[config.mk]
export PLATFORM = sky130hd
export DESIGN_NAME = psfr_ctrl
export DESIGN_NICKNAME = d
export VERILOG_FILES = /design/src/design/psfr_pkg.sv /design/src/design/psfr_ctrl.sv
export SDC_FILE = /design/constraint.sdc
export NUM_CORES = 1
export LEC_CHECK = 0
export BUFFER_PORTS_ARGS = -buffer_cell sky130_fd_sc_hd__buf_4
export CORE_AREA = 2 2 39 41
export DETAILED_ROUTE_END_ITERATION = 7
export DIE_AREA = 0 0 41 43
export SLEW_MARGIN = 20
export SYNTH_ARGS = -nofsm -noshare
export SYNTH_HDL_FRONTEND = slang
export SYNTH_SLANG_ARGS = --single-unit
[constraint.sdc]
create_clock -name clk -period 1.8 [get_ports clk]
set_input_delay 0 -clock clk [delete_from_list [all_inputs] [get_ports clk]]
set_output_delay 0 -clock clk [all_outputs]
set_load 0.01 [all_outputs]
[src/design/psfr_pkg.sv]
// psfr_pkg: payload, command and status types for the per-sender reorder buffer.
// No dependencies; used by psfr_ctrl, psfr_dp and per_sender_fifo_reorder.
package psfr_pkg;

    localparam int SENDER_W = 7;
    localparam int SEQ_W    = 32;

    // Expected sequence number for every sender after reset
    localparam logic [SEQ_W-1:0] SEQ_START = 32'd1;

    typedef struct packed {
        logic [SENDER_W-1:0] sender_id;
        logic [SEQ_W-1:0]    seq_number;
    } pkt_t;

    typedef struct packed {
        logic [SENDER_W-1:0] out_sender;
        logic [SEQ_W-1:0]    out_seq;
        logic                last_of_run;
    } dlv_t;

    // Controller to datapath
    typedef struct packed {
        logic clear_step;   // write reset value to one table entry
        logic capture;      // beat accepted: latch packet, read sender entry
        logic eval;         // check arrival against the entry read
        logic drain;        // load one delivery into the output register
    } cmd_t;

    // Datapath to controller
    typedef struct packed {
        logic clear_last;   // clearing pass at its final entry
        logic run_start;    // arrival kept and fills the expected slot
        logic run_end;      // delivery being loaded closes the run
        logic out_free;     // output register can take a delivery
    } sts_t;

endpackage

[src/design/psfr_ctrl.sv]
// psfr_ctrl: sequencer for the reorder buffer (clear, idle, evaluate, drain).
// Depends on psfr_pkg for the command and status structs.
module psfr_ctrl
(
    input  logic            clk,
    input  logic            rst_n,
    input  logic            pkt_valid,
    output logic            pkt_stall,
    input  psfr_pkg::sts_t  sts,
    output psfr_pkg::cmd_t  cmd
);

    localparam logic [1:0] ST_CLEAR = 2'd0;
    localparam logic [1:0] ST_IDLE  = 2'd1;
    localparam logic [1:0] ST_EVAL  = 2'd2;
    localparam logic [1:0] ST_DRAIN = 2'd3;

    logic [1:0] state_reg;
    logic [1:0] state_next;

    assign pkt_stall = (state_reg != ST_IDLE);

    always_comb
    begin
        cmd.clear_step = (state_reg == ST_CLEAR);
        cmd.capture    = (state_reg == ST_IDLE) && pkt_valid;
        cmd.eval       = (state_reg == ST_EVAL);
        cmd.drain      = (state_reg == ST_DRAIN) && sts.out_free;
    end

    always_comb
    begin
        state_next = state_reg;
        case (state_reg)
            ST_CLEAR:
            begin
                if (sts.clear_last)
                    state_next = ST_IDLE;
            end
            ST_IDLE:
            begin
                if (pkt_valid)
                    state_next = ST_EVAL;
            end
            ST_EVAL:
            begin
                state_next = sts.run_start ? ST_DRAIN : ST_IDLE;
            end
            ST_DRAIN:
            begin
                if (sts.out_free && sts.run_end)
                    state_next = ST_IDLE;
            end
            default:
            begin
                state_next = ST_CLEAR;
            end
        endcase
    end

    always_ff @(posedge clk or negedge rst_n)
    begin
        if (!rst_n)
            state_reg <= ST_CLEAR;
        else
            state_reg <= state_next;
    end

endmodule

# Word-level counts from Yosys, hierarchy flattened
# Index checks and enable logic that the tools add are counted.
# W data, S select, Z words.
# totals
ff_bits	2
# op_classes
n_eq_ne	7
n_mux	5
n_reduce_logical	5
# ops
cell	n
$mux W2	4
$pmux W2 S4	1
$eq A2 B2 Y1 const B	2
$ne A2 B1 Y1 const B	2
$ne A2 B2 Y1 const B	2
$logic_and A1 B1 Y1	3
$reduce_and A3 Y1	1
$eq A2 B1 Y1 const B	1
$logic_not A2 Y1	1

# Logic depth before layout (Yosys ltp)
# Gate-level depths: netlist of the first run.
# logic_depth
word_depth	3
mapped_depth	5

# Least setup slack after synthesis of the first run
# Ideal clock, no wire load.
# synth_timing
kind	reg2reg
start	register state_reg[1]
end	register state_reg[0]
setup_time_ns	0.079
arrival_ns	1.290
setup_slack_ns	0.431
path_stages_with_launch	5
path_buffers	0
synth_period_minus_slack_ns	1.369
cell_sequence	dfrtp_1 -> inv_1 -> ha_1 -> a222oi_1 -> mux2i_1
# synth_via
elab_chain_len	3
# synth_rtl
item	line	source
start: declaration	psfr_ctrl.sv:18	logic [1:0] state_reg;
start signal: assignment	psfr_ctrl.sv:66	state_reg <= state_next;
$eq A2 B2 Y1 (tied with other cells)	psfr_ctrl.sv:34	case (state_reg)
$ne A2 B1 Y1 (no line) or $ne A2 B2 Y1 (tied branches)	--	
$reduce_and A3 Y1 (no line)	--	
# Parallel ways exist; a longest one is shown, timed or not.
# A chain may end at the register's enable or synchronous reset.

# Worst setup path in the final report of the first run
# layout_timing
start	register state_reg[1]
end	register state_reg[1]
# Same word-level chain as after synthesis.

==> results of run 1 <==
-- metal layers --
| metal | vias up | GRT usage (%) | routed length [um] |
|---|---|---|---|
| li1 | 90 | - | - |
| met1 | 76 | 6.43 | 188 |
| met2 | 10 | 7.50 | 174 |
| met3 | 0 | 5.76 | 57 |
| met4 | 0 | 6.00 | 0 |
| met5 | - | 0 | 0 |
-- layout by cell type (no fill, tap or decap) --
cell / synthesis / layout
a21o_1: 1 / 1
a222oi_1: 1 / 1
and2_1: 1 / 1
buf_4: 0 / 11
clkbuf_4: 0 / 3
dfrtp_1: 2 / 2
dlygate4sd3_1: 0 / 1
ha_1: 4 / 4
inv_1: 5 / 5
mux2i_1: 2 / 2
nand2_1: 2 / 2
nor2_1: 1 / 1
-- power by group --
group	total, mW	leakage (nW)	switching, mW	internal (mW)
sequential	0.0851	0.0242	0.0175	0.0676
combinational	0.265	0.146	0.128	0.137
clock	0.101	0.0138	0.0270	0.0737
-- synth_stat cells --
library cell	count
ha_1	4
mux2i_1	2
inv_1	5
a222oi_1	1
nand2_1	2
dfrtp_1	2
and2_1	1
nor2_1	1
a21o_1	1
-- cell families after synthesis --
family | after synthesis
flip-flops | 2
buffers and inverters | 5
AND/OR/NAND/NOR | 4
AO/OA/AOI/OAI | 2
adder cells (fa/ha/maj) | 4
multiplexers | 2
-- final cells by class --
| type | instances | share of cell area (%) |
|---|---|---|
| tap | 16 | 6.48 |
| sequential | 2 | 16.2 |
| timing repair buffer | 12 | 30.0 |
| clock buffer | 3 | 7.29 |
| inverter | 5 | 6.07 |
| multi-input combinational | 12 | 34.0 |
-- per-stage QoR --
step	setup slack [ps]	hold WS (ps)
finish	307	91.8
global route	183	108
CTS	281	85.5
detailed placement	286	-215
global placement	320	-216
floorplan	431	-296
-- path summary, 6_finish.rpt --
| path | cells past startpoint | slack [ps] | to |
|---|---|---|---|
| min in group clk | 4 | 210 | state_reg[1]$_DFFE_PN0P_ |
| max | 4 | 310 | state_reg[1]$_DFFE_PN0P_ |
| min reg2reg | 2 | 620 | state_reg[1]$_DFFE_PN0P_ |
| max in group asynchronous | 2 | 1610 | state_reg[1]$_DFFE_PN0P_ |
| max reg2reg | 4 | 310 | state_reg[1]$_DFFE_PN0P_ |
| min | 2 | 90 | state_reg[0]$_DFFE_PN0P_ |
==> flow_metrics.py, run 1 <==
metrics = {
    "route": {
        "drt_iter0_drc": 7,
        "antenna_left": 0,
        "viasPerCell": 3.52,
        "drt_wl_total_um": 420,
        "drt-pass1-iter-count": 4,
        "drt-wirelength-per-cell_um": 8.40,
        "drc": 0,
        "vias": 176,
    },
    "sta": {
        "rsz0062_at_grt": "false",
        "setup_violations": 0,
        "final_hold_viol_count": 0,
        "setup_tns_ps": 0,
        "worst_pin_slew_ps": 470,
        "finClkSkew_ps": 5.46,
        "finalCritPeriodShare_pct": 82.9,
        "slew_violations": 0,
        "fin_crit_ps": 1490,
        "fmax_mhz": 670,
        "maxSlewHeadroom_pct": 68.7,
    },
    "job": {
        "drv_cap": 0,
    },
    "power": {
        "max-vdd-ir-drop_v": 0.000376,
        "p_total_mw": 0.451,
        "p_per_area_mw_per_mm2": 1460,
        "leakage_nw": 0.184,
    },
    "clock_tree": {
        "htreeDepth": 1,
        "cts_buffers": 3,
        "clkLatencyLatePin_ps": 230,
        "cts_resized": 0,
        "root_buffer": "clkbuf_4",
        "cts_tree": "yes",
        "cts_num_sinks": 2,
        "post-cts-setup-buffer-count": 0,
        "cts_buffer_depth": 2,
        "cts.clk_slew.worst_paths_ps": 30,
        "holdBufCountCts": 1,
    },
    "finish": {
        "multi_input_area_um2": 105,
        "fin_cells": 50,
        "num_antenna_cells": 0,
        "nets": 47,
        "syn2layout_area_growth_pct": 77.7,
        "fin_util_pct": 22.3,
        "regArea_um2": 50.0,
        "largest_reg_flops": 2,
        "fillers": 155,
        "fin_area_um2": 309,
        "drive_gt1_share_pct": 41.2,
    },
    "synthesis": {
        "synth-xor-area-share_pct": 0,
        "yosysSeqAreaShare_pct": 28.8,
        "ys_warn_count": 0,
        "syn_area_um2": 174,
        "synth_compound_area_share_pct": 10.1,
        "synth_fp_nets": 30,
        "ys_ff_latch": 2,
        "muxShareOfSynthArea_pct": 11.5,
        "ys_types": 9,
        "yosysTopAreaCell": "dfrtp_1",
        "synth_top_area_share_pct": 28.8,
        "synthSimpleGateAreaFrac_pct": 10.1,
        "synth_area_per_cell_um2": 9.15,
        "synth_cells": 19,
        "synthTopCellsByArea": "dfrtp_1 (29%), ha_1 (29%), mux2i_1 (12%)",
        "synth_top_family_by_area": "adder cells",
        "synth_fa_ha_area_share_pct": 28.8,
    },
    "setup_path": {
        "cp-start-kind": "register",
        "max_stage_delay_ps": 480,
        "cp_num_buf_inv": 1,
        "rr_startpoint": "state_reg[1]$_DFFE_PN0P_",
        "worstPathRequired_ps": 1940,
        "path_max_fanout": 4,
        "critPathSlowestCell": "a222oi_1",
        "critical_path_class": "reg -> reg",
        "arrival_ps": 1630,
        "worstPathCellList": "inv_1 -> ha_1 -> a222oi_1 -> mux2i_1",
        "end_kind": "register",
        "crit_family": "compound AO/OA/AOI/OAI gates",
        "crit_start": "state_reg[1]$_DFFE_PN0P_",
    },
    "global_routing": {
        "grt_start_max_net_pins": 5,
        "grtUsageTotal_pct": 6.43,
        "overflow": 0,
        "antenna_found_initial": 0,
        "grt_pass1_vias": 177,
        "grt_pass1_wl_um": 683,
    },
    "die": {
        "fp.dieW_um": 41,
        "io_pins": 12,
        "dieArea_mm2": 0.00176,
        "rows": 14,
        "start_util_pct": 12.6,
        "coreArea_mm2": 0.00138,
        "dieHeight_um": 43,
    },
    "placement": {
        "dpl.hpwl_um": 338,
        "dp_cells": 46,
        "io_buffer_count": 11,
        "postPlaceCellArea_um2": 277,
        "gp_congestion": 0.666,
    },
    "outcome": {
        "status": "complete, no violations",
    },
    "hold_path": {
        "hold_class": "in -> async",
    },
}
No activity file was read; power rests on OpenSTA's default activity.
==> run 2: changes to the inputs <==
clock period = 1.42 ns   (was 1.8 ns; I/O delays follow)
==> run 2 against run 1 <==
Die area unchanged; combinational power is 88% higher; design area up 25%; highest routed layer is now met4; via count grew 14%; register-to-register slack lost 270 ps; fmax increased by 7.8%; worst hold slack better by 2.7 ps; setup slack worse by 270 ps.
==> flow_metrics.py, run 2 (same netlist as run 1, synthesis figures left out) <==
metrics = {
    "die": {
        "io_pins": 12,
        "fp.dieW_um": 41,
        "rows": 14,
        "coreArea_mm2": 0.00138,
        "dieHeight_um": 43,
        "start_util_pct": 12.6,
        "dieArea_mm2": 0.00176,
    },
    "power": {
        "p_switching_mw": 0.278,
        "leakage_nw": 0.211,
        "netSwitchingFraction_pct": 36.8,
        "clock_power_share_pct": 17.1,
        "share_seq_of_total_power_pct": 16.9,
        "p_total_mw": 0.755,
        "power.internal_mw": 0.477,
        "max-vdd-ir-drop_v": 0.000443,
        "p_per_area_mw_per_mm2": 1950,
        "combPwrFrac_pct": 66.0,
    },
    "setup_path": {
        "critPathSlowestCell": "dfrtp_1",
        "cp-start-kind": "register",
        "cp_num_buf_inv": 2,
        "end_kind": "register",
        "worstPathRequired_ps": 1560,
        "path_max_fanout": 2,
        "critical_path_class": "reg -> reg",
        "arrival_ps": 1530,
        "worstPathCellList": "buf_6 -> ha_4 -> a222oi_1 -> buf_4 -> mux2i_1",
        "crit_family": "flip-flops",
        "max_stage_delay_ps": 380,
    },
    "route": {
        "vias": 201,
        "drt-wirelength-per-cell_um": 8.46,
        "drt_iter0_drc": 5,
        "antenna_left": 0,
        "drt_wl_total_um": 474,
        "drc": 0,
        "drt-pass1-iter-count": 4,
        "viasPerCell": 3.59,
    },
    "global_routing": {
        "antenna_found_initial": 0,
        "grtUsageTotal_pct": 6.73,
        "grt_pass1_vias": 174,
        "overflow": 0,
        "grt_start_max_net_pins": 4,
        "grt_pass1_wl_um": 683,
    },
    "placement": {
        "io_buffer_count": 11,
        "pre_cts_ws_ps": 31.4,
        "gp_congestion": 0.716,
    },
    "clock_tree": {
        "root_buffer": "clkbuf_4",
        "cts_buffers": 3,
        "htreeDepth": 1,
        "cts_buffer_depth": 2,
        "clkLatencyLatePin_ps": 230,
        "cts_num_sinks": 2,
        "cts.clk_slew.worst_paths_ps": 30,
        "cts_tree": "yes",
    },
    "finish": {
        "nets": 53,
        "final_cell_mix": "buf_4 (16), inv_1 (3), clkbuf_4 (3)",
        "largest_reg_flops": 2,
        "num_antenna_cells": 0,
        "syn2layout_area_growth_pct": 122,
        "final_common_cell": "buf_4",
        "drive_gt1_share_pct": 65.0,
    },
    "sta": {
        "setup_slack_ps": 35.7,
        "maxSlewHeadroom_pct": 82.0,
        "final_hold_viol_count": 0,
        "rsz0062_at_grt": "true",
        "finClkSkew_ps": 0.198,
        "worst_pin_slew_ps": 269,
        "finalCritPeriodShare_pct": 97.5,
        "fmax_mhz": 722,
        "slew_violations": 0,
        "setup_violations": 0,
        "fin_crit_ps": 1380,
    },
    "hold_path": {
        "hold_class": "in -> async",
    },
    "outcome": {
        "status": "complete, no violations",
    },
    "job": {
        "drv_cap": 0,
    },
}
-- run 2: cell count changes in the layout (fill, tap and decap cells not counted), sizes merged --
cell	delta
buf	+6
-- run 2: path summary, 6_finish.rpt --
check / cells past startpoint / slack [ps] / from / endpoint
max: 5 / 40 / state_reg[1]$_DFFE_PN0P_ / state_reg[0]$_DFFE_PN0P_
min: 2 / 90 / rst_n / state_reg[1]$_DFFE_PN0P_
max reg2reg: 5 / 40 / state_reg[1]$_DFFE_PN0P_ / state_reg[0]$_DFFE_PN0P_
min reg2reg: 2 / 600 / state_reg[1]$_DFFE_PN0P_ / state_reg[1]$_DFFE_PN0P_
max in group asynchronous: 2 / 1230 / rst_n / state_reg[0]$_DFFE_PN0P_
min in group clk: 4 / 160 / sts[2] / state_reg[1]$_DFFE_PN0P_
-- run 2: layout make-up --
type                            instances  area (um^2)
Clock buffer                            3         22.5
Tap cell                               16         20.0
Fill cell                             157          997
Sequential cell                         2         51.3
Multi-Input combinational cell         12          133
Timing Repair Buffer                   18          141
Inverter                                5         18.8
-- run 2: per-layer routing --
metal | wire (um) | GRT usage, %
met1 | 197 | 6.43
met3 | 67 | 4.71
met5 | 0 | 0
met2 | 193 | 8.13
met4 | 16 | 8.00
-- run 2: repair_timing --
item                       4_1_cts  5_1_grt
hold endpoints to repair         2        0
buffers inserted                 0        4
hold buffers                     1        0
setup endpoints to repair        0        3
resized for setup                0        9
-- run 2: metrics by stage --
step	hold slack, ps	utilization, %	cells	setup TNS (ps)	area [um^2]
finish	94.5	27.9	56	0	387
global route	106	27.9	56	-56.3	387
CTS	80.8	23.4	52	0	324
detailed placement	-215	21.1	48	0	292
global placement	-216	21.1	48	0	292
floorplan	-296	-	19	0	174
-- run 2: power groups by stage --
stage	logic, mW	registers, mW	clock network (mW)
after global placement	0.379	0.109	0
after global routing	0.558	0.130	0.143
final	0.498	0.128	0.129
after CTS	0.390	0.110	0.138
after detailed placement	0.386	0.110	0
after floorplan	0.215	0.103	0
==> run 3: changes to the inputs <==
HOLD_SLACK_MARGIN = 0.1   (was not set)
==> run 3 against run 2 <==
Count of clock-buffer cells in the layout unchanged; register-to-register slack about the same; sequential power about the same; sequential share of layout area down 0.33 points; critical path type unchanged.
==> flow_metrics.py, run 3 (same netlist as run 1, synthesis figures left out) <==
metrics = {
    "power": {
        "leakage_nw": 0.216,
        "p_total_mw": 0.757,
        "max-vdd-ir-drop_v": 0.000443,
        "p_per_area_mw_per_mm2": 1910,
    },
    "sta": {
        "final_hold_viol_count": 0,
        "finClkSkew_ps": 0.199,
        "setup_slack_ps": 35.7,
        "finalCritPeriodShare_pct": 97.5,
        "whs_ps": 161,
        "setup_tns_ps": 0,
        "rsz0062_at_grt": "true",
        "setup_violations": 0,
        "fmax_mhz": 722,
        "slew_violations": 0,
        "worst_pin_slew_ps": 269,
        "maxSlewHeadroom_pct": 82.0,
        "fin_crit_ps": 1380,
    },
    "setup_path": {
        "arrival_ps": 1530,
        "cp_num_buf_inv": 2,
        "r2r_slack_ps": 40,
        "critPathSlowestCell": "dfrtp_1",
        "critical_path_class": "reg -> reg",
        "reg2reg_depth": 5,
        "crit_family": "flip-flops",
        "end_kind": "register",
        "max_stage_delay_ps": 380,
        "rr_startpoint": "state_reg[1]$_DFFE_PN0P_",
        "worstPathCellList": "buf_6 -> ha_4 -> a222oi_1 -> buf_4 -> mux2i_1",
        "cp-start-kind": "register",
        "crit_end": "state_reg[0]$_DFFE_PN0P_",
        "worstPathRequired_ps": 1560,
        "path_max_fanout": 2,
        "crit_start": "state_reg[1]$_DFFE_PN0P_",
        "r2r_end": "state_reg[0]$_DFFE_PN0P_",
        "cp.depth": 5,
    },
    "placement": {
        "dp_cells": 48,
        "postPlaceCellArea_um2": 292,
        "pre_cts_ws_ps": 31.4,
        "gp_congestion": 0.716,
        "io_buffer_count": 11,
    },
    "finish": {
        "drive_gt1_share_pct": 63.4,
        "fillers": 156,
        "fin_cells": 57,
        "fin_util_pct": 28.7,
        "fin_area_um2": 397,
        "syn2layout_area_growth_pct": 128,
        "num_antenna_cells": 0,
        "final_cell_mix": "buf_4 (16), inv_1 (3), clkbuf_4 (3)",
        "multi_input_area_um2": 133,
        "nets": 54,
        "final_common_cell": "buf_4",
        "regArea_um2": 51.3,
        "largest_reg_flops": 2,
    },
    "global_routing": {
        "grt_pass1_vias": 177,
        "grt_pass1_wl_um": 710,
        "grt_start_max_net_pins": 4,
        "antenna_found_initial": 0,
        "grtUsageTotal_pct": 6.93,
        "overflow": 0,
    },
    "clock_tree": {
        "cts_buffer_depth": 2,
        "cts_buffers": 3,
        "clkLatencyLatePin_ps": 230,
        "root_buffer": "clkbuf_4",
        "cts_num_sinks": 2,
        "htreeDepth": 1,
        "cts.clk_slew.worst_paths_ps": 30,
        "cts_tree": "yes",
    },
    "die": {
        "coreArea_mm2": 0.00138,
        "dieArea_mm2": 0.00176,
        "fp.dieW_um": 41,
        "io_pins": 12,
        "start_util_pct": 12.6,
        "dieHeight_um": 43,
        "rows": 14,
    },
    "hold_path": {
        "hold_class": "in -> reg",
    },
    "route": {
        "antenna_left": 0,
        "viasPerCell": 3.60,
        "drt-pass1-iter-count": 4,
        "drt_wl_total_um": 476,
        "drt-wirelength-per-cell_um": 8.35,
        "drt_iter0_drc": 5,
        "vias": 205,
        "drc": 0,
    },
    "outcome": {
        "status": "complete, no violations",
    },
    "job": {
        "drv_cap": 0,
    },
}
## run 3: cell count changes in the layout (fill, tap and decap cells not counted)
| cell | change |
|---|---|
| dlygate4sd3_1 | +1 |
## run 3: how the worst min path moves through the flow
stage	start	endpoint	slack [ps]	cells past startpoint
2_1_floorplan	rst_n	state_reg[0]$_DFFE_PN0P_	-300	0
3_3_place_gp	rst_n	state_reg[0]$_DFFE_PN0P_	-220	1
3_5_place_dp	rst_n	state_reg[0]$_DFFE_PN0P_	-210	1
4_1_cts	sts[2]	state_reg[1]$_DFFE_PN0P_	160	4
5_1_grt	sts[2]	state_reg[1]$_DFFE_PN0P_	180	4
6_report	sts[2]	state_reg[1]$_DFFE_PN0P_	160	4
## run 3: tightest hold or removal path, cell delays in order
cell and delay (ps):
buf_4 80, a21o_1 100, nand2_1 50, mux2i_1 120
## run 3: routing by layer
metal	global-route usage, %	routed length, um	vias up
li1	-	-	106
met1	7.07	200	85
met2	8.13	193	12
met3	4.71	67	2
met4	8.00	16	0
met5	0	0	-
## run 3: area by class of cell
cell class                 instances  area share (%)
clock buffer                       3            5.68
inverter                           5            4.73
tap                               16            5.05
multi-input combinational         12            33.4
sequential                         2            12.9
timing repair buffer              19            38.2
## run 3: repair_timing
item,CTS,global route
endpoints found under the setup margin,0,3
buffers inserted,0,4
endpoints found under the hold margin,2,0
hold buffers,2,0
gates resized for setup,0,9
## run 3: report_power, final
part / internal (mW) / leakage [nW] / switching, mW / total, mW
Clock: 0.0935 / 0.0138 / 0.0353 / 0.129
Combinational: 0.297 / 0.179 / 0.203 / 0.500
Sequential: 0.0885 / 0.0233 / 0.0392 / 0.128
Total: 0.479 / 0.216 / 0.278 / 0.757
